===== src/hw/rtl/hcad_pkg.sv =====
// ----------------------------------------------------------------------------
// hcad_pkg
// Shared types, constants and a helper function for the hazard class alarm
// decision block.
// ----------------------------------------------------------------------------
package hcad_pkg;

    // accumulator width default
    localparam int ACC_WIDTH_DEF = 48;

    // field widths
    localparam int PROB_W  = 16;
    localparam int RATIO_W = 32;
    localparam int CLASS_W = 3;
    localparam int LEVEL_W = 3;
    localparam int MASK_W  = 4;
    localparam int CFG_IDX_W  = 3;
    localparam int CFG_DATA_W = 32;

    localparam int N_CLASSES = 5;
    localparam int N_HAZARD  = 4;

    // Q1.15 one, upper clamp of the chronic ratio for level finding
    localparam logic [PROB_W-1:0] Q_ONE = 16'd32768;

    // register reset values
    localparam logic [PROB_W-1:0]  RST_LEVEL_CAUTION   = 16'd6554;
    localparam logic [PROB_W-1:0]  RST_LEVEL_WARNING   = 16'd14746;
    localparam logic [PROB_W-1:0]  RST_LEVEL_FAST      = 16'd22938;
    localparam logic [PROB_W-1:0]  RST_LEVEL_EMERGENCY = 16'd27853;
    localparam logic [PROB_W-1:0]  RST_CLASS_CONF      = 16'd16384;
    localparam logic [RATIO_W-1:0] RST_DOSE_REF_TICKS  = 32'd28800;

    // register indexes
    typedef enum logic [CFG_IDX_W-1:0] {
        REG_LEVEL_CAUTION   = 3'd0,
        REG_LEVEL_WARNING   = 3'd1,
        REG_LEVEL_FAST      = 3'd2,
        REG_LEVEL_EMERGENCY = 3'd3,
        REG_CLASS_CONF      = 3'd4,
        REG_DOSE_REF_TICKS  = 3'd5
    } t_cfg_reg;

    // warning led levels
    typedef enum logic [LEVEL_W-1:0] {
        WARN_OFF       = 3'd0,
        WARN_SLOW      = 3'd1,
        WARN_FAST      = 3'd2,
        WARN_SOLID     = 3'd3,
        WARN_EMERGENCY = 3'd4
    } t_warn;

    // controller states
    typedef enum logic [1:0] {
        S_IDLE,
        S_CALC,
        S_DIV,
        S_DONE
    } t_state;

    // controller to datapath commands
    typedef struct packed {
        logic load_in;
        logic calc;
        logic div_step;
        logic load_out;
    } t_ctrl_cmd;

    // datapath to controller status
    typedef struct packed {
        logic div_last;
    } t_dp_status;

    // level from bounds tested in order, first bound strictly above wins
    function automatic t_warn level_of(
        input logic [PROB_W-1:0] v,
        input logic [PROB_W-1:0] b_caution,
        input logic [PROB_W-1:0] b_warning,
        input logic [PROB_W-1:0] b_fast,
        input logic [PROB_W-1:0] b_emergency
    );
        t_warn lvl;
        if (v < b_caution) begin
            lvl = WARN_OFF;
        end else if (v < b_warning) begin
            lvl = WARN_SLOW;
        end else if (v < b_fast) begin
            lvl = WARN_FAST;
        end else if (v < b_emergency) begin
            lvl = WARN_SOLID;
        end else begin
            lvl = WARN_EMERGENCY;
        end
        return lvl;
    endfunction

endpackage


===== src/hw/rtl/hcad_ctrl.sv =====
// ----------------------------------------------------------------------------
// hcad_ctrl
// Sequencer: takes a word, runs the decision step and the serial divider,
// then hands the result to the output register.
// ----------------------------------------------------------------------------
module hcad_ctrl (
    input  logic                   i_clk,
    input  logic                   i_rst_n,
    input  logic                   i_valid,
    output logic                   o_ready,
    output logic                   o_valid,
    input  logic                   i_ready,
    input  hcad_pkg::t_dp_status   i_status,
    output hcad_pkg::t_ctrl_cmd    o_cmd
);

    hcad_pkg::t_state r_state;
    hcad_pkg::t_state n_state;
    logic             r_out_valid;
    logic             n_out_valid;
    logic             out_free;

    // output slot is free when empty or being taken this cycle
    assign out_free = !r_out_valid || i_ready;

    // state and output valid registers
    always_ff @(posedge i_clk) begin
        if (!i_rst_n) begin
            r_state     <= hcad_pkg::S_IDLE;
            r_out_valid <= 1'b0;
        end else begin
            r_state     <= n_state;
            r_out_valid <= n_out_valid;
        end
    end

    // next state and commands
    always_comb begin
        n_state = r_state;
        o_cmd   = '0;
        o_ready = 1'b0;
        unique case (r_state)
            hcad_pkg::S_IDLE: begin
                // no word is taken while reset is held
                o_ready = i_rst_n;
                if (i_valid && i_rst_n) begin
                    o_cmd.load_in = 1'b1;
                    n_state       = hcad_pkg::S_CALC;
                end
            end
            hcad_pkg::S_CALC: begin
                o_cmd.calc = 1'b1;
                n_state    = hcad_pkg::S_DIV;
            end
            hcad_pkg::S_DIV: begin
                o_cmd.div_step = 1'b1;
                if (i_status.div_last) begin
                    n_state = hcad_pkg::S_DONE;
                end
            end
            hcad_pkg::S_DONE: begin
                if (out_free) begin
                    o_cmd.load_out = 1'b1;
                    n_state        = hcad_pkg::S_IDLE;
                end
            end
            default: begin
                n_state = hcad_pkg::S_IDLE;
            end
        endcase
    end

    // result word held until taken
    always_comb begin
        if (o_cmd.load_out) begin
            n_out_valid = 1'b1;
        end else if (i_ready) begin
            n_out_valid = 1'b0;
        end else begin
            n_out_valid = r_out_valid;
        end
    end

    assign o_valid = r_out_valid;

endmodule


===== src/hw/rtl/hcad_datapath.sv =====
// ----------------------------------------------------------------------------
// hcad_datapath
// Configuration registers, class selection, dose accumulator, restoring
// divider for the chronic ratio and the result register.
// ----------------------------------------------------------------------------
module hcad_datapath #(
    parameter int ACC_WIDTH = hcad_pkg::ACC_WIDTH_DEF
) (
    input  logic                              i_clk,
    input  logic                              i_rst_n,
    input  hcad_pkg::t_ctrl_cmd               i_cmd,
    output hcad_pkg::t_dp_status              o_status,
    input  logic                              i_cfg_valid,
    input  logic [hcad_pkg::CFG_IDX_W-1:0]    i_cfg_index,
    input  logic [hcad_pkg::CFG_DATA_W-1:0]   i_cfg_data,
    input  logic [hcad_pkg::PROB_W-1:0]       i_prob_0,
    input  logic [hcad_pkg::PROB_W-1:0]       i_prob_1,
    input  logic [hcad_pkg::PROB_W-1:0]       i_prob_2,
    input  logic [hcad_pkg::PROB_W-1:0]       i_prob_3,
    input  logic [hcad_pkg::PROB_W-1:0]       i_prob_4,
    output logic [hcad_pkg::CLASS_W-1:0]      o_top_class,
    output logic [hcad_pkg::PROB_W-1:0]       o_top_score,
    output logic [hcad_pkg::PROB_W-1:0]       o_severity,
    output logic [hcad_pkg::RATIO_W-1:0]      o_dose_ratio,
    output logic [hcad_pkg::MASK_W-1:0]       o_fire_led_mask,
    output logic [hcad_pkg::LEVEL_W-1:0]      o_warn_level
);

    localparam int PW   = hcad_pkg::PROB_W;
    localparam int RW   = hcad_pkg::RATIO_W;
    localparam int CNTW = (ACC_WIDTH > 1) ? $clog2(ACC_WIDTH) : 1;

    // configuration registers
    logic [PW-1:0] r_lvl_caution;
    logic [PW-1:0] r_lvl_warning;
    logic [PW-1:0] r_lvl_fast;
    logic [PW-1:0] r_lvl_emergency;
    logic [PW-1:0] r_class_conf;
    logic [RW-1:0] r_dose_ref;

    // working registers
    logic [PW-1:0]                  r_prob [hcad_pkg::N_CLASSES];
    logic [hcad_pkg::CLASS_W-1:0]   r_top;
    logic [PW-1:0]                  r_top_score;
    logic [PW-1:0]                  r_sev;
    logic [hcad_pkg::MASK_W-1:0]    r_mask;
    logic [ACC_WIDTH-1:0]           r_acc;
    logic [ACC_WIDTH-1:0]           r_dvd;
    logic [RW-1:0]                  r_rem;
    logic [RW-1:0]                  r_dvs;
    logic [CNTW-1:0]                r_cnt;

    logic [hcad_pkg::CLASS_W-1:0]   top;
    logic [PW-1:0]                  top_score;
    logic [PW-1:0]                  sev;
    logic [hcad_pkg::MASK_W-1:0]    mask;
    logic [ACC_WIDTH:0]             acc_sum;
    logic [ACC_WIDTH-1:0]           n_acc;
    logic [RW:0]                    trial;
    logic [RW:0]                    trial_sub;
    logic                           ratio_ovf;
    logic [RW-1:0]                  ratio;
    logic [PW-1:0]                  ratio_clamp;
    hcad_pkg::t_warn                lvl_sev;
    hcad_pkg::t_warn                lvl_chr;

    // configuration writes, unknown indexes dropped
    always_ff @(posedge i_clk) begin
        if (!i_rst_n) begin
            r_lvl_caution   <= hcad_pkg::RST_LEVEL_CAUTION;
            r_lvl_warning   <= hcad_pkg::RST_LEVEL_WARNING;
            r_lvl_fast      <= hcad_pkg::RST_LEVEL_FAST;
            r_lvl_emergency <= hcad_pkg::RST_LEVEL_EMERGENCY;
            r_class_conf    <= hcad_pkg::RST_CLASS_CONF;
            r_dose_ref      <= hcad_pkg::RST_DOSE_REF_TICKS;
        end else if (i_cfg_valid) begin
            unique case (i_cfg_index)
                hcad_pkg::REG_LEVEL_CAUTION:   r_lvl_caution   <= i_cfg_data[PW-1:0];
                hcad_pkg::REG_LEVEL_WARNING:   r_lvl_warning   <= i_cfg_data[PW-1:0];
                hcad_pkg::REG_LEVEL_FAST:      r_lvl_fast      <= i_cfg_data[PW-1:0];
                hcad_pkg::REG_LEVEL_EMERGENCY: r_lvl_emergency <= i_cfg_data[PW-1:0];
                hcad_pkg::REG_CLASS_CONF:      r_class_conf    <= i_cfg_data[PW-1:0];
                hcad_pkg::REG_DOSE_REF_TICKS:  r_dose_ref      <= i_cfg_data[RW-1:0];
                default: begin
                end
            endcase
        end
    end

    // input word capture
    always_ff @(posedge i_clk) begin
        if (i_cmd.load_in) begin
            r_prob[0] <= i_prob_0;
            r_prob[1] <= i_prob_1;
            r_prob[2] <= i_prob_2;
            r_prob[3] <= i_prob_3;
            r_prob[4] <= i_prob_4;
        end
    end

    // top class, lowest index kept on ties, and severity over hazard classes
    always_comb begin
        top       = '0;
        top_score = r_prob[0];
        for (int i = 1; i < hcad_pkg::N_CLASSES; i++) begin
            if (r_prob[i] > top_score) begin
                top       = hcad_pkg::CLASS_W'(i);
                top_score = r_prob[i];
            end
        end
        sev = '0;
        for (int i = 0; i < hcad_pkg::N_HAZARD; i++) begin
            if (r_prob[i] > sev) begin
                sev = r_prob[i];
            end
        end
    end

    // confident hazard class lights its led
    always_comb begin
        mask = '0;
        if (top < hcad_pkg::CLASS_W'(hcad_pkg::N_HAZARD) && top_score > r_class_conf) begin
            mask = hcad_pkg::MASK_W'(1) << top[1:0];
        end
    end

    // saturating dose accumulation
    assign acc_sum = {1'b0, r_acc} + (ACC_WIDTH + 1)'(sev);
    assign n_acc   = acc_sum[ACC_WIDTH] ? '1 : acc_sum[ACC_WIDTH-1:0];

    always_ff @(posedge i_clk) begin
        if (!i_rst_n) begin
            r_acc <= '0;
        end else if (i_cmd.calc) begin
            r_acc <= n_acc;
        end
    end

    // decision results held for the output stage
    always_ff @(posedge i_clk) begin
        if (i_cmd.calc) begin
            r_top       <= top;
            r_top_score <= top_score;
            r_sev       <= sev;
            r_mask      <= mask;
        end
    end

    // restoring divider, one quotient bit per cycle, quotient shifts into r_dvd
    assign trial     = {r_rem, r_dvd[ACC_WIDTH-1]};
    assign trial_sub = trial - {1'b0, r_dvs};

    always_ff @(posedge i_clk) begin
        if (!i_rst_n) begin
            r_cnt <= '0;
        end else if (i_cmd.calc) begin
            r_cnt <= CNTW'(ACC_WIDTH - 1);
        end else if (i_cmd.div_step) begin
            r_cnt <= r_cnt - CNTW'(1);
        end
    end

    always_ff @(posedge i_clk) begin
        if (i_cmd.calc) begin
            r_dvd <= n_acc;
            r_rem <= '0;
            r_dvs <= (r_dose_ref == '0) ? RW'(1) : r_dose_ref;
        end else if (i_cmd.div_step) begin
            if (!trial_sub[RW]) begin
                r_rem <= trial_sub[RW-1:0];
                r_dvd <= {r_dvd[ACC_WIDTH-2:0], 1'b1};
            end else begin
                r_rem <= trial[RW-1:0];
                r_dvd <= {r_dvd[ACC_WIDTH-2:0], 1'b0};
            end
        end
    end

    assign o_status.div_last = (r_cnt == '0);

    // ratio saturation and warning level
    assign ratio_ovf   = (r_dvd >> RW) != '0;
    assign ratio       = ratio_ovf ? '1 : r_dvd[RW-1:0];
    assign ratio_clamp = (ratio > RW'(hcad_pkg::Q_ONE)) ? hcad_pkg::Q_ONE : ratio[PW-1:0];
    assign lvl_sev     = hcad_pkg::level_of(r_sev, r_lvl_caution, r_lvl_warning,
                                            r_lvl_fast, r_lvl_emergency);
    assign lvl_chr     = hcad_pkg::level_of(ratio_clamp, r_lvl_caution, r_lvl_warning,
                                            r_lvl_fast, r_lvl_emergency);

    // output register
    always_ff @(posedge i_clk) begin
        if (i_cmd.load_out) begin
            o_top_class     <= r_top;
            o_top_score     <= r_top_score;
            o_severity      <= r_sev;
            o_dose_ratio    <= ratio;
            o_fire_led_mask <= r_mask;
            o_warn_level    <= (lvl_sev > lvl_chr) ? lvl_sev : lvl_chr;
        end
    end

endmodule


===== src/hw/rtl/hazard_class_alarm_decision.sv =====
// ----------------------------------------------------------------------------
// hazard_class_alarm_decision
// Picks the top class, accumulates dose and sets fire and warning leds.
//
//   channel   signals                              direction
//   input     i_valid, o_ready, i_prob_0..4        word in
//   output    o_valid, i_ready, o_top_class..      word out
//   config    i_cfg_valid, o_cfg_ready, index/data register write
//
// an accepted word is captured, then the decision step and the restoring
// divider, one quotient bit a cycle, run before the result reaches the
// output register; no new word is accepted before that, and the next one is
// accepted the cycle after the previous result reaches the output register
// a result waiting for i_ready holds the next finished word in the sequencer
// synchronous active-low reset restores defaults, clears the dose, drops ready
// ----------------------------------------------------------------------------
module hazard_class_alarm_decision #(
    parameter int ACC_WIDTH = hcad_pkg::ACC_WIDTH_DEF
) (
    input  logic                              i_clk,
    input  logic                              i_rst_n,
    input  logic                              i_valid,
    output logic                              o_ready,
    input  logic [hcad_pkg::PROB_W-1:0]       i_prob_0,
    input  logic [hcad_pkg::PROB_W-1:0]       i_prob_1,
    input  logic [hcad_pkg::PROB_W-1:0]       i_prob_2,
    input  logic [hcad_pkg::PROB_W-1:0]       i_prob_3,
    input  logic [hcad_pkg::PROB_W-1:0]       i_prob_4,
    output logic                              o_valid,
    input  logic                              i_ready,
    output logic [hcad_pkg::CLASS_W-1:0]      o_top_class,
    output logic [hcad_pkg::PROB_W-1:0]       o_top_score,
    output logic [hcad_pkg::PROB_W-1:0]       o_severity,
    output logic [hcad_pkg::RATIO_W-1:0]      o_dose_ratio,
    output logic [hcad_pkg::MASK_W-1:0]       o_fire_led_mask,
    output logic [hcad_pkg::LEVEL_W-1:0]      o_warn_level,
    input  logic                              i_cfg_valid,
    output logic                              o_cfg_ready,
    input  logic [hcad_pkg::CFG_IDX_W-1:0]    i_cfg_index,
    input  logic [hcad_pkg::CFG_DATA_W-1:0]   i_cfg_data
);

    hcad_pkg::t_ctrl_cmd  cmd;
    hcad_pkg::t_dp_status status;

    // register writes are taken whenever out of reset
    assign o_cfg_ready = i_rst_n;

    // sequencer
    hcad_ctrl u_ctrl (
        .i_clk    (i_clk),
        .i_rst_n  (i_rst_n),
        .i_valid  (i_valid),
        .o_ready  (o_ready),
        .o_valid  (o_valid),
        .i_ready  (i_ready),
        .i_status (status),
        .o_cmd    (cmd)
    );

    // datapath
    hcad_datapath #(
        .ACC_WIDTH (ACC_WIDTH)
    ) u_datapath (
        .i_clk           (i_clk),
        .i_rst_n         (i_rst_n),
        .i_cmd           (cmd),
        .o_status        (status),
        .i_cfg_valid     (i_cfg_valid),
        .i_cfg_index     (i_cfg_index),
        .i_cfg_data      (i_cfg_data),
        .i_prob_0        (i_prob_0),
        .i_prob_1        (i_prob_1),
        .i_prob_2        (i_prob_2),
        .i_prob_3        (i_prob_3),
        .i_prob_4        (i_prob_4),
        .o_top_class     (o_top_class),
        .o_top_score     (o_top_score),
        .o_severity      (o_severity),
        .o_dose_ratio    (o_dose_ratio),
        .o_fire_led_mask (o_fire_led_mask),
        .o_warn_level    (o_warn_level)
    );

endmodule


===== config.mk =====
export PLATFORM = sky130hd
export DESIGN_NAME = hazard_class_alarm_decision
export DESIGN_NICKNAME = d
export VERILOG_FILES = /design/src/hw/rtl/hcad_pkg.sv /design/src/hw/rtl/hcad_ctrl.sv /design/src/hw/rtl/hcad_datapath.sv /design/src/hw/rtl/hazard_class_alarm_decision.sv
export SDC_FILE = /design/constraint.sdc
export NUM_CORES = 1
export LEC_CHECK = 0
export BUFFER_PORTS_ARGS = -buffer_cell sky130_fd_sc_hd__buf_2
export CAP_MARGIN = 20
export CORE_ASPECT_RATIO = 1.1
export CORE_MARGIN = 3
export CORE_UTILIZATION = 43
export CTS_BUF_LIST = sky130_fd_sc_hd__clkbuf_4 sky130_fd_sc_hd__clkbuf_8 sky130_fd_sc_hd__clkbuf_16
export DETAILED_ROUTE_END_ITERATION = 12
export SYNTH_ARGS = -nofsm -noshare
export SYNTH_HDL_FRONTEND = slang
export SYNTH_SLANG_ARGS = --single-unit

===== constraint.sdc =====
create_clock -name i_clk -period 13.2 [get_ports i_clk]
set_clock_uncertainty 0.05 [all_clocks]
set_input_delay 0 -clock i_clk [delete_from_list [all_inputs] [get_ports i_clk]]
set_output_delay 0 -clock i_clk [all_outputs]
set_load 0.02 [all_outputs]

# [After elaboration in Yosys (flattened, before gate mapping)]
# Memory sizes are Yosys's and may differ from the RTL's.
# Cells that the tools add are included.
[classes] reduce_logical=19 magnitude_cmp=20 shift=1 bitwise_logic=1 n_addsub=3 n_mux=45 eq_ne=11
[op_table] op="16-bit two-way mux" n=9
[op_table] op="48-bit two-way mux" n=3
[op_table] op="16-bit > comparator" n=8
[op_table] op="16-bit < comparator" n=8
[op_table] op="32-bit two-way mux" n=2
[op_table] op="48-bit by 16-bit adder with 49-bit output" n=1
[op_table] op="48-bit nonzero test" n=1
[op_table] op="33-bit by 32-bit subtractor with 33-bit output" n=1
[op_table] op="32-bit by 16-bit > comparator with 1-bit output (second input constant)" n=1
[op_table] op="32-bit zero test" n=1
[op_table] op="3-bit two-way mux" n=10
[op_table] op="16-bit by 1-bit > comparator with 1-bit output (second input constant)" n=1
[op_table] op="1-bit two-way mux" n=13
[op_table] op="6-bit two-way mux" n=2
[op_table] op="2-bit AND reduction" n=6
[op_table] op="2-bit two-way mux" n=5
[op_table] op="2-bit one-hot mux with 4 select lines" n=1
[op_table] op="3-bit by 2-bit equality test with 1-bit output (second input constant)" n=2
[op_table] op="3-bit equality test (second input constant)" n=2
[op_table] op="6-bit zero test" n=1
[op_table] op="6-bit by 1-bit subtractor with 6-bit output (second input constant)" n=1
[op_table] op="2-bit equality test (second input constant)" n=2
[op_table] op="2-bit by 1-bit != test with 1-bit output (second input constant)" n=2
[op_table] op="2-bit nonzero test" n=2
[op_table] op="other kinds (14)" n=15
[totals] ff_bits=394 out_inout_bits=77 ram_bits=80 in_bits=120 elab_cells=125 mem_count=1
[mem_list] name="u_datapath.r_prob" words=5 word_bits=16 rd=5 rd_ports_with_merged_regs=0 write_ports=5 line_no="hcad_datapath.sv:42" source="logic [PW-1:0] r_prob [hcad_pkg::N_CLASSES];"

# [Logic depth before layout (Yosys ltp)]
# An unclocked memory read counts as a cell.
[depth] word_depth=12 mapped_depth=58 ltp_nobuf=51

# [By module]
# From an unflattened synthesis, not the netlist that was laid out.
[unflattened] cells_unflattened=2840 area_unflattened_um2=27500.1
[modules_own_cells] module="hcad_datapath" seq_area_each_um2=12161.7 area_each_um2=27254.9 instances=1 cells_per_inst=2814
[modules_own_cells] module="hcad_ctrl" seq_area_each_um2=60.1 area_each_um2=237.7 instances=1 cells_per_inst=25
[modules_own_cells] module="hazard_class_alarm_decision" seq_area_each_um2=0.0 area_each_um2=7.5 instances=1 cells_per_inst=1

# [Worst setup path before layout]
# Ideal clock, no wire load.
[synth_timing] path_type="reg-to-reg" from="memory u_datapath.r_prob[0][31] (netlist name)" to="register u_datapath.r_mask[0] (netlist name) (data pin)" stages_incl_launch_ff=56 setup_time_ns=0.284 path_buffers=7 path_slack_ns=3.152 arrival_time_ns=9.714 required_time_ns=12.866 cell_sequence="edfxtp_1 -> ha_1 -> nand4_1 -> nor4_1 -> a21bo_2 -> a31oi_2 -> clkbuf_1 -> nor2_1 -> a21oi_1 -> ha_1 -> a2111oi_0 -> o21ai_0 -> o21ai_0 -> o21ai_0 -> nor2_1 -> o21ai_0 -> o211ai_1 -> buf_2 -> (+20 left out) -> o21a_1 -> o211ai_1 -> a21oi_1 -> o21ai_0 -> clkbuf_1 -> clkbuf_1 -> o211ai_1 -> o311ai_1 -> ha_1 -> nor2b_1 -> o21ai_0 -> a21boi_0 -> o21ai_0 -> nand2b_1 -> a21oi_1 -> o221ai_1 -> o311ai_0 -> nor3b_1"
[synth_rtl] item="from (decl)" line_no="hcad_datapath.sv:42"
[synth_rtl] item="to (signal assigned)" line_no="hcad_datapath.sv:145" source="r_mask <= mask;"
[synth_rtl] item="to (decl)" line_no="hcad_datapath.sv:46" source="logic [hcad_pkg::MASK_W-1:0] r_mask;"

==> impl_metrics.tcl <==
set metrics [dict create \
    power_density_nw_per_um2 209 \
    synth-seq-area-share_pct 44.1 \
    grt_pass1_vias 22007 \
    clk_pin_slew_ps 60 \
    chipHeight_um 272 \
    reg2reg_depth 50 \
    antenna_left 0 \
    port_buffers 196 \
    synth_edf_count 273 \
    yosysWarnings 0 \
    fmax_mhz 82.9 \
    clock_sinks 474 \
    hold_viol_final 0 \
    rrSetupSlack_ps 1140 \
    final_cell_mix "300 x ha_1, 291 x nand2_1, 273 x edfxtp_1, 229 x inv_1, 225 x a21oi_1" \
    hold_start "i_prob_3[8]" \
    grt.overflow.total 0 \
    synth-main-ff-cell "edfxtp_1" \
    r2r-end "u_datapath.r_mask[0]$_SDFFCE_PP0P_" \
    period_minus_slack_ps 12060 \
    min_to "u_datapath.r_prob[0][56]$_DFFE_PP_" \
    postSynthAreaPerCell_um2 9.66 \
    viasPerCell 5.57 \
    cp_top_family "compound AO/OA/AOI/OAI gates" \
    r2r_start "u_datapath.r_prob[0][31]$_DFFE_PP_" \
    cts_tree "yes" \
    whs_path_depth 2 \
    num_vias 22304 \
    startpoint_type "register" \
    final.fill_count 5736 \
    io_pins 197 \
    tightest_slew_ps 1090 \
    grt_usage_pct 23.1 \
    synth_cells 2865 \
    async_reset_ff_share_pct 0 \
    clockRootBuffer "clkbuf_16" \
    final_layout_size_suffix_gt1_share_pct 12.6 \
    max_cap_violations 0 \
    final_common_cell "ha_1" \
    cp.depth 50 \
    cp_slowest_cell "nand2b_1" \
    die-area_um2 67500 \
    cp_num_buf_inv 6 \
    p_leak_nw 13.6 \
    totalWireLength_um 78800 \
    antenna_found_initial 2 \
    slowest_delay_ps 580 \
    gp_congestion 0.948 \
    syn_to_final_growth_pct 17.6 \
    critPathKind "register to register" \
    drc_errors 0 \
    crit_fanout 32 \
    fin_crit_sh_pct 91.4 \
    clock_latency_ps 610 \
    die-width_um 248 \
    ir_drop_mv 0.112 \
    h-tree-depth 2 \
    floorplan.rows 96 \
    regArea_um2 12200 \
    coreArea_um2 63100 \
    cp_common_cell "o21ai_0" \
    cts.path.max_buffers 3 \
    dr.pass1.iters 5 \
    syn_nets 3290 \
    grt_max_degree 83 \
    drt_iter0_markers 1542 \
    multi_input_area_um2 14100 \
    crit_arrival_ps 12330 \
    cts_buffers 53 \
    hp-class "primary input to register" \
    finalMaxSlewViolations 0 \
    max-slew-margin-rel_pct 27.3 \
    post_cts_buffers 0 \
    finalSetupTns_ps 0 \
    setup_violations 0 \
    dp_hpwl_um 57800 \
    ys_types 77 \
    critPathRequiredTime_ps 13470 \
    status "finished clean" \
    fin_nets 3552 \
    total_power_mw 6.79 \
    start_util_pct 43.9 \
    syn_area_um2 27700 \
    yosys_register_bits 474 \
    grt_pass1_wl_um 122000 \
    grt_setup_unrepaired "false" \
    crit_path_end_kind "register" \
    avgRoutedWirePerCell_um 19.7 \
]
## layer usage
metal	global-route usage, %	share of wire [%]	vias to the layer above
met5	0	0	-
met4	8.66	3.8	0
met3	2.60	4.4	174
met2	40.7	50	596
met1	28.8	42	10647
li1	-	-	10887
## cell usage after synthesis (all sizes together) (47+ instances only)
library cell	instances	share of area, %
inv	230	3.1
mux2i	85	3.1
dfxtp	201	15
a21oi	226	4.1
o21ai	99	1.8
nor3	51	0.92
nand2	291	3.9
ha	303	14
clkbuf	126	1.7
nand3	47	0.85
o211ai	51	1.4
edfxtp	273	30
o21a	52	1.4
a21o	93	2.5
nor2	216	2.9
## worst max-delay path by stage
stage / from / to
final: u_datapath.r_prob[0][31]$_DFFE_PP_ / u_datapath.r_mask[0]$_SDFFCE_PP0P_
after global routing: u_datapath.r_prob[0][31]$_DFFE_PP_ / u_datapath.r_mask[2]$_SDFFCE_PN0P_
after CTS: u_datapath.r_prob[0][31]$_DFFE_PP_ / u_datapath.r_mask[0]$_SDFFCE_PP0P_
after detailed placement: u_datapath.r_prob[0][31]$_DFFE_PP_ / u_datapath.r_mask[0]$_SDFFCE_PP0P_
after global placement: u_datapath.r_prob[0][31]$_DFFE_PP_ / u_datapath.r_mask[0]$_SDFFCE_PP0P_
after floorplan: u_datapath.r_prob[0][31]$_DFFE_PP_ / u_datapath.r_mask[0]$_SDFFCE_PP0P_
## where the power goes
part	leakage, nW	total (mW)	internal [mW]	switching (mW)
clock network	0.921	1.56	0.932	0.624
logic	8.62	2.94	1.16	1.79
registers	4.06	2.29	2.03	0.260
## state kept, by name, indices dropped and copies added (netlist names), 3 cells and up
register                    cells
u_datapath.o_dose_ratio        32
u_datapath.r_mask               4
u_datapath.r_dose_ref          32
u_datapath.r_top                3
u_datapath.r_lvl_emergency     16
u_datapath.o_fire_led_mask      4
u_datapath.r_cnt                6
u_datapath.r_class_conf        16
u_datapath.r_acc               48
u_datapath.o_top_score         16
u_datapath.r_lvl_fast          16
u_datapath.r_lvl_warning       16
u_datapath.r_sev               16
u_datapath.r_dvd               48
u_datapath.o_severity          16
u_datapath.o_top_class          3
u_datapath.r_lvl_caution       16
u_datapath.r_dvs               32
u_datapath.r_rem               32
u_datapath.r_top_score         16
u_datapath.r_prob              80
u_datapath.o_warn_level         3
## what timing repair did
item | CTS | global route
hold endpoints to repair | 202 | 0
setup endpoints to repair | 0 | 4
gates resized for setup | 0 | 2
hold buffers | 125 | 0
## logic make-up (layout without fill, tap and decap cells)
family,Yosys count,count (layout),share of synthesized area [%]
flip-flops,474,474,44.1
other,0,2,0
multiplexers,106,106,3.94
buffers and inverters,375,681,5.20
adder cells (fa/ha/maj),305,305,13.8
XOR/XNOR,65,65,2.06
AO/OA/AOI/OAI,711,711,16.9
AND/OR/NAND/NOR,829,829,13.9
## per-stage QoR
stage	hold slack [ps]	util, %	instance area, um^2	cells	setup slack, ps
after global placement	127	46.7	29400	3780	1170
after detailed placement	128	46.7	29400	3780	885
after global routing	31.0	51.6	32600	4005	102
after CTS	15.6	51.6	32500	4004	820
after floorplan	48.9	-	27700	2865	3150
final	58.3	51.6	32600	4006	1140
## worst register-to-register path: cells and delay by family, from the launching register on
| kind | cells | cell delay, ps |
|---|---|---|
| buffers and inverters | 6 | 1800 |
| AO/OA/AOI/OAI | 24 | 4680 |
| flip-flops | 1 | 450 |
| adder cells (fa/ha/maj) | 5 | 1650 |
| multiplexers | 2 | 640 |
| AND/OR/NAND/NOR | 13 | 2510 |
## cell type report
class	instances	share of cell area, %
repair buffers	351	7.55
multi-input cells	2016	43.4
inverters	231	2.67
diodes	2	0.0154
clock buffers	69	4.68
flip-flops and latches	474	37.5
well taps	833	3.20
clock inverters	30	0.984
(Power assumes the default switching activity.)
